<file path="config.mk">
export PLATFORM = sky130hd
export DESIGN_NAME = crs_front
export DESIGN_NICKNAME = d
export VERILOG_FILES = /design/src/design/catmull_rom_spline_evaluator_defines.svh /design/src/design/crs_pkg.sv /design/src/design/crs_front.sv
export SDC_FILE = /design/constraint.sdc
export NUM_CORES = 1
export LEC_CHECK = 0
export BUFFER_PORTS_ARGS = -buffer_cell sky130_fd_sc_hd__buf_4
export CAP_MARGIN = 20
export CORE_MARGIN = 3
export CORE_UTILIZATION = 40
export CTS_CLUSTER_DIAMETER = 40
export DETAILED_ROUTE_END_ITERATION = 12
export PLACE_DENSITY = 0.6
export SLEW_MARGIN = 30
export SYNTH_ARGS = -nofsm -noshare
export SYNTH_HDL_FRONTEND = slang
export SYNTH_SLANG_ARGS = --single-unit
export TNS_END_PERCENT = 50
</file>
<file path="constraint.sdc">
create_clock -name clk -period 10.6 [get_ports clk]
set_clock_uncertainty 0.1 [all_clocks]
set_input_delay 1.06 -clock clk [delete_from_list [all_inputs] [get_ports clk]]
set_output_delay 1.06 -clock clk [all_outputs]
set_load 0.03 [all_outputs]
</file>
<file path="src/design/catmull_rom_spline_evaluator_defines.svh">
// Assertion macros for the spline evaluator RTL.
// No dependencies; included by the modules that carry assertions.
`ifndef CATMULL_ROM_SPLINE_EVALUATOR_DEFINES_SVH
`define CATMULL_ROM_SPLINE_EVALUATOR_DEFINES_SVH

// Property checked on every rising clock edge outside reset.
`define CRS_ASSERT(label, prop, msg) \
  label: assert property (@(posedge clk) disable iff (rst) (prop)) else $error(msg);

// Condition that must never be true outside reset.
`define CRS_NEVER(label, cond, msg) \
  label: assert property (@(posedge clk) disable iff (rst) !(cond)) else $error(msg);

`endif

</file>
<file path="src/design/crs_pkg.sv">
// Shared types and constants for the Catmull-Rom spline evaluator.
// No dependencies.
package crs_pkg;

  localparam int MAX_POINTS_DEF = 64;
  localparam int FRAC_BITS      = 16;
  localparam int T_W            = FRAC_BITS + 1;
  localparam int COORD_W        = 32;
  localparam int CNT_REG_W      = 7;
  localparam int SLOT_W         = 6;
  localparam int IDX_MAX_W      = 12;
  localparam int ACC_W          = 38;
  localparam logic [T_W-1:0] T_ONE = T_W'(1 << FRAC_BITS);
  localparam logic [CNT_REG_W-1:0] POINT_COUNT_RST = CNT_REG_W'(4);

  typedef enum logic {
    CMD_LOAD = 1'b0,
    CMD_EVAL = 1'b1
  } cmd_t;

  typedef logic signed [COORD_W-1:0] coord_t;

  typedef struct packed {
    coord_t x;
    coord_t y;
    coord_t z;
  } vec_t;

  typedef struct packed {
    cmd_t              cmd;
    logic [SLOT_W-1:0] point_index;
    coord_t            point_x;
    coord_t            point_y;
    coord_t            point_z;
    logic [T_W-1:0]    t_param;
  } in_item_t;

  typedef struct packed {
    coord_t out_x;
    coord_t out_y;
    coord_t out_z;
  } out_item_t;

  // Classified job as held in the queue; for a load, i0 is the write slot.
  typedef struct packed {
    cmd_t                 kind;
    logic [T_W-1:0]       frac;
    logic [IDX_MAX_W-1:0] i0;
    logic [IDX_MAX_W-1:0] i1;
    logic [IDX_MAX_W-1:0] i2;
    logic [IDX_MAX_W-1:0] i3;
    vec_t                 pt;
  } job_t;

  typedef struct packed {
    logic valid;
    job_t job;
  } head_t;

  typedef struct packed {
    logic           valid;
    logic [T_W-1:0] frac;
    vec_t           p0;
    vec_t           p1;
    vec_t           p2;
    vec_t           p3;
  } hin_t;

endpackage

</file>
<file path="src/design/crs_front.sv">
// Front end: point_count register, item classification and two-entry job queue.
// Depends on crs_pkg.
module crs_front
  import crs_pkg::*;
#(
  parameter int MAX_POINTS = MAX_POINTS_DEF
) (
  input  logic                 clk,
  input  logic                 rst,
  input  logic                 start,
  output logic                 busy,
  input  in_item_t             item,
  input  logic                 cfg_we,
  input  logic [CNT_REG_W-1:0] cfg_data,
  output head_t                head,
  input  logic                 pop
);

  localparam int CNT_W = $clog2(MAX_POINTS + 1);
  localparam int SW    = T_W + CNT_W;

  logic [CNT_REG_W-1:0] point_count;
  job_t                 q_mem [2];
  logic                 wptr, rptr;
  logic [1:0]           count, count_next;

  logic [CNT_W-1:0] n, d, seg, seg_m1;
  logic [CNT_W:0]   seg_raw, seg_p1, seg_p2;
  logic [T_W-1:0]   tc, frac;
  logic [SW-1:0]    scaled;
  logic             slot_ok, push;
  job_t             job_new;

  always_ff @(posedge clk) begin
    if (rst) begin
      point_count <= POINT_COUNT_RST;
    end else if (cfg_we) begin
      point_count <= cfg_data;
    end
  end

  // Segment selection
  always_comb begin
    if (point_count < CNT_REG_W'(4)) begin
      n = CNT_W'(4);
    end else if (32'(point_count) > 32'(MAX_POINTS)) begin
      n = CNT_W'(MAX_POINTS);
    end else begin
      n = CNT_W'(point_count);
    end
    d = n - CNT_W'(1);
    tc = (item.t_param > T_ONE) ? T_ONE : item.t_param;
    scaled = SW'(tc) * SW'(d);
    seg_raw = scaled[SW-1:FRAC_BITS];
    if (seg_raw >= {1'b0, d}) begin
      seg  = d - CNT_W'(1);
      frac = T_ONE;
    end else begin
      seg  = seg_raw[CNT_W-1:0];
      frac = {1'b0, scaled[FRAC_BITS-1:0]};
    end
    seg_m1 = (seg == '0) ? '0 : seg - CNT_W'(1);
    seg_p1 = {1'b0, seg} + (CNT_W+1)'(1);
    seg_p2 = {1'b0, seg} + (CNT_W+1)'(2);
    slot_ok = 32'(item.point_index) < 32'(MAX_POINTS);

    job_new.kind = item.cmd;
    job_new.pt   = '{x: item.point_x, y: item.point_y, z: item.point_z};
    if (item.cmd == CMD_EVAL) begin
      job_new.frac = frac;
      job_new.i0   = IDX_MAX_W'(seg_m1);
      job_new.i1   = IDX_MAX_W'(seg);
      job_new.i2   = IDX_MAX_W'(seg_p1);
      job_new.i3   = (seg_p2 >= {1'b0, n}) ? IDX_MAX_W'(seg_p1) : IDX_MAX_W'(seg_p2);
    end else begin
      job_new.frac = '0;
      job_new.i0   = IDX_MAX_W'(item.point_index);
      job_new.i1   = '0;
      job_new.i2   = '0;
      job_new.i3   = '0;
    end
  end

  // Out-of-range loads are dropped here and never reach the queue.
  assign busy = (count == 2'd2);
  assign push = start && !busy && ((item.cmd == CMD_EVAL) || slot_ok);
  assign count_next = count + {1'b0, push} - {1'b0, pop};

  always_ff @(posedge clk) begin
    if (rst) begin
      count <= '0;
      wptr  <= 1'b0;
      rptr  <= 1'b0;
    end else begin
      count <= count_next;
      if (push) wptr <= !wptr;
      if (pop)  rptr <= !rptr;
    end
  end

  always_ff @(posedge clk) begin
    if (push) q_mem[wptr] <= job_new;
  end

  assign head.valid = (count != 2'd0);
  assign head.job   = q_mem[rptr];

endmodule

</file>
# Yosys cells after proc, flatten, opt, wreduce, memory -nomap -nowiden
# Memories as Yosys holds them, arrays and structs flattened. A register that Yosys moved wholly into a read port is not among the register bits.
# Cells that the tools add are included.
# word_totals
ff_bits,11
ram_bits,324
mem_count,1
output_inout_bits,164
wordCells,37
inputBits,132
# mem_list
memory,depth,word_bits,rd,rd_clocked_by_memory_dff,wr,line_no,text
q_mem,2,162,1,1,1,crs_front.sv:23,job_t q_mem [2];
# op_classes
n_mul,1
n_addsub,7
reduce_logical,6
n_lt_le_gt_ge,5
n_eq_ne,1
mux,12
# op_table
operator,n
65-bit two-way mux,1
17-bit two-way mux,2
7-bit two-way mux,4
17-bit by 7-bit multiplier with 24-bit output,1
7-bit by 1-bit subtractor with 7-bit output (second input constant),3
17-bit > comparator (second input constant),1
8-bit by 7-bit >= comparator with 1-bit output,2
7-bit by 1-bit adder with 8-bit output (second input constant),1
7-bit by 2-bit adder with 8-bit output (second input constant),1
8-bit two-way mux,1
7-bit > comparator (second input constant),1
7-bit logical NOT,1
7-bit by 3-bit less-than comparator with 1-bit output (second input constant),1
1-bit two-way mux,4
1-bit logical NOT,3
2-bit by 1-bit adder with 2-bit output,1
2-bit equality test (second input constant),1
2-bit nonzero test,1
2-bit by 1-bit subtractor with 2-bit output,1
1-bit logical AND,1

# Depth between registers and ports, before layout
# logic_depth
depth_word,11
depth_mapped,46
mapped_depth_nobuf,44

# Worst setup path before layout
# OpenSTA, ideal clock, no wires.
# synth_path
path_type,reg-to-reg
from,reg point_count[3]
to,"mem q_mem[0][99] (netlist bit), data pin"
setup_ps,262
path_stages_with_launch,45
n_path_buf,4
required_ps,10238
path_slack_ps,241
t_arrival_ps,9997
period_less_slack_ps,10359
cell_sequence,dfxtp_1 -> buf_2 -> nor4_2 -> nor3b_1 -> inv_1 -> ha_1 -> and3_1 -> a311oi_1 -> and2_1 -> buf_2 -> clkbuf_1 -> nor2_1 -> fa_1 -> fa_1 -> fa_1 -> inv_1 -> fa_1 -> inv_1 -> [9 not listed] -> ha_1 -> a21o_1 -> a31oi_1 -> o21ai_0 -> a211oi_2 -> nor2_4 -> mux2i_1 -> inv_1 -> ha_1 -> a21o_1 -> a21o_1 -> a21o_1 -> a21o_1 -> a21o_1 -> a21o_1 -> a21oi_2 -> o21ai_1 -> mux2_2
# synth_rtl
element,line_no,text
from (decl),crs_front.sv:22,logic [CNT_REG_W-1:0] point_count;
from (signal assigned),crs_front.sv:38,point_count <= cfg_data;
to (decl),crs_front.sv:23,

==> flow_summary.json <==
{
  "status": "finished, final reports clean",
  "antenna_found_initial": 0,
  "synth_mux_area_share_pct": 10.71,
  "via_count": 10620,
  "async_flop_share_pct": 0,
  "grt_max_degree": 77,
  "maxSlewHeadroom_pct": 37.55,
  "seq_area_frac_synth_pct": 54.00,
  "clock-root-buffer": "clkbuf_16",
  "cts_tree": "built",
  "place_inst": 2026,
  "wl_per_cell_um": 19.44,
  "critPathMostFrequentCell": "a21o_1",
  "h-tree-depth": 2,
  "ctsHoldBuffers": 0,
  "yosysUniqueCellTypes": 76,
  "ys_ff_latch": 300,
  "synthFlopType": "edfxtp_1",
  "finalHoldViolCount": 0,
  "clk_pin_slew_worst_paths_ns": 0.05,
  "grt_usage_pct": 18.21,
  "finalHoldWorstSlack_ns": 0.3922,
  "maxCapViolCount": 0,
  "powerDensity_mw_per_mm2": 244.7,
  "peakVddDrop_mv": 0.1239,
  "timing.fmax_mhz": 99.44,
  "start_util_pct": 40.96,
  "ys_warn_count": 0,
  "clk_latency_ns": 0.52,
  "place_hpwl_um": 30420,
  "fp.dieArea_sq_mm": 0.04362,
  "instances_no_fill": 2101,
  "design_area_sq_mm": 0.02081,
  "worstMarginPinSlew_ns": 0.9368,
  "vias_per_cell": 5.055,
  "grt_pass1_vias": 10930,
  "routed_wl_um": 40840,
  "io_pins": 296,
  "rsz0062_at_grt": "no",
  "critical_path.n_buffers_inverters": 7,
  "drive_gt1_share_pct": 37.25,
  "crit_path_max_fanout": 6,
  "p_switching_mw": 1.824,
  "syn-cell-area_sq_mm": 0.01646,
  "nFillCells": 3483,
  "syn2layout_area_growth_pct": 26.39,
  "timing.final.crit_share_pct": 94.87,
  "worst_setup_path_end_kind": "flop",
  "cts_num_sinks": 300,
  "clk_path_buf_depth": 3,
  "synth-edff-count": 288,
  "die_h_um": 208.9,
  "grt_pass1_wl_um": 62870,
  "synth_compound_area_share_pct": 5.800,
  "nets": 1823,
  "tns_ns": 0,
  "multiInputGateArea_sq_mm": 0.007056,
  "layout_min_cycle_time_ns": 10.06,
  "std_cell_rows": 73,
  "synth_top_family_by_area": "adder cells",
  "portBuffers": 277,
  "drtAntennaViolNets": 0,
  "drc": 0,
  "crit_arrival_ns": 10.21,
  "place_ws_ns": -0.08803,
  "power_frac_seq_pct": 32.7,
  "gr-total-overflow": 0,
  "synthXorXnorAreaFrac_pct": 2.007,
  "hold_path_class": "reg2reg",
  "dpl-instance-area_sq_mm": 0.01933,
  "cellLeakagePower_nw": 8.599,
  "clock_power_share_pct": 25.7,
  "final_util_pct": 51.77,
  "core_area_sq_mm": 0.04019,
  "switching_share_pct": 35.83,
  "critPathSlowestCell": "fa_1",
  "numCtsBuffers": 39,
  "cpPeakStageDelay_ns": 0.55,
  "drt_pass1_iterations": 5,
  "p_int_mw": 3.266,
  "critPathKind": "reg2reg",
  "drt_iter0_markers": 576,
  "crit_family": "compound AO/OA/AOI/OAI gates",
  "totalPowerFinal_mw": 5.090,
  "setup_viol": 0,
  "antenna_cells": 0,
  "yosys.area_share.simple_pct": 9.091,
  "die_w_um": 208.9,
  "layout_setup_ws_ns": 0.5440,
  "register_area_sq_mm": 0.008892,
  "netlist_instances": 1219,
  "pwr-share-comb_pct": 41.5,
  "cp-start-kind": "flop",
  "required_ns": 10.76,
  "gp_routability_congestion": 0.8688,
  "synth.avg_cell_area_sq_um": 13.50,
  "final_max_slew_viol_count": 0,
  "synthAdderAreaFrac_pct": 14.17
}
[synth_stat cells, types with 3 or more instances]
| library cell | count | area [sq um] |
|---|---|---|
| a211oi_1 | 5 | 37.54 |
| ha_1 | 68 | 850.8 |
| o211ai_1 | 3 | 22.52 |
| dfxtp_1 | 12 | 240.2 |
| and4_1 | 3 | 26.28 |
| or3_1 | 5 | 31.28 |
| nor3b_1 | 4 | 30.03 |
| nor3_1 | 10 | 50.05 |
| nand4b_1 | 3 | 26.28 |
| o2111ai_1 | 3 | 26.28 |
| nand3_1 | 16 | 80.08 |
| fa_1 | 74 | 1481 |
| nor2_1 | 89 | 334.1 |
| buf_4 | 19 | 142.6 |
| edfxtp_1 | 288 | 8648 |
| xor2_1 | 13 | 113.9 |
| mux2_2 | 145 | 1633 |
| and2_1 | 33 | 206.5 |
| xnor2_1 | 21 | 183.9 |
| buf_2 | 4 | 20.02 |
| a21o_1 | 18 | 135.1 |
| o2bb2ai_1 | 4 | 35.03 |
| nor4_2 | 3 | 37.54 |
| nand2_1 | 74 | 277.8 |
| a31oi_1 | 3 | 18.77 |
| nand4_1 | 4 | 25.02 |
| or2_2 | 4 | 25.02 |
| nor2b_1 | 14 | 87.58 |
| nand2b_1 | 11 | 68.82 |
| a21oi_1 | 32 | 160.2 |
| o21ai_1 | 4 | 20.02 |
| o21ai_0 | 14 | 70.07 |
| inv_1 | 102 | 382.9 |
| a211o_1 | 3 | 26.28 |
| nor4_1 | 4 | 25.02 |
| clkbuf_1 | 32 | 120.1 |
| o21a_1 | 5 | 37.54 |
| and3_1 | 11 | 68.82 |
| o21ai_2 | 5 | 43.79 |
| o21bai_1 | 3 | 22.52 |
| mux2i_1 | 8 | 80.08 |
[routing by layer]
layer / global-route usage, % / share of wire, % / wire, um
met1: 24.95 / 44 / 17940
met2: 29.82 / 47 / 19280
met3: 3.843 / 6.8 / 2769
met4: 4.527 / 2.1 / 849
met5: 0 / 0 / 0
[cell type report]
| cell class | instances | share of cell area [%] |
|---|---|---|
| sequential | 300 | 42.74 |
| multi-input combinational | 775 | 33.91 |
| timing repair buffer | 329 | 11.97 |
| clock buffer | 44 | 4.986 |
| tap | 525 | 3.157 |
| inverter | 104 | 1.876 |
| clock inverter | 24 | 1.359 |
[sequential cells by signal, summed over array words and instances (netlist names), named ones only]
name         count
q_mem          288
wptr             1
count            2
rptr             1
point_count      7
[repair_timing]
item / in CTS / in global routing
endpoints found under the setup margin: 2 / 14
pin swaps: 0 / 6
gates resized for setup: 1 / 24
cloned: 0 / 1
setup buffers: 0 / 5
[kinds of logic after synthesis]
logic type	after synthesis
mux	156
other cells	1
simple gates	297
buf+inv	162
compound gates	125
fa+ha+maj	142
xor+xnor	36
flops	300
[power by group through the flow]
| stage | Combinational [mW] | Sequential (mW) | Clock [mW] |
|---|---|---|---|
| floorplan | 1.39 | 1.71 | 0 |
| global placement | 2.04 | 1.68 | 0 |
| detailed placement | 2.07 | 1.69 | 0 |
| CTS | 2.08 | 1.67 | 1.34 |
| global route | 2.32 | 1.69 | 1.39 |
| finish | 2.11 | 1.67 | 1.31 |
[cell usage in the layout, fill, tap and decap left out, drive strengths merged, types with 23 or more instances in the layout]
cell and n:
ha 68, buf 329, fa 74, nor2 91, nand2 75, mux2 145
and2 33, clkbuf 44, a21oi 35, inv 107, o21ai 23, edfxtp 288
[tightest hold or removal path, stage by stage (launching register included)]
cell and delay (ns):
dfxtp_1 0.32, mux2i_1 0.06, nor2_1 0.07
[path summary, 6_finish.rpt]
check,from,endpoint,slack [ns],cells past startpoint
min reg2reg,point_count[1]$_SDFFE_PP0P_,point_count[1]$_SDFFE_PP0P_,0.39,2
max,point_count[4]$_SDFFE_PP0P_,q_mem[1][99]$_DFFE_PP_,0.54,44
max reg2reg,point_count[4]$_SDFFE_PP0P_,q_mem[1][99]$_DFFE_PP_,0.54,44
min,point_count[1]$_SDFFE_PP0P_,point_count[1]$_SDFFE_PP0P_,0.39,2
No activity file was read; power rests on OpenSTA's default activity.
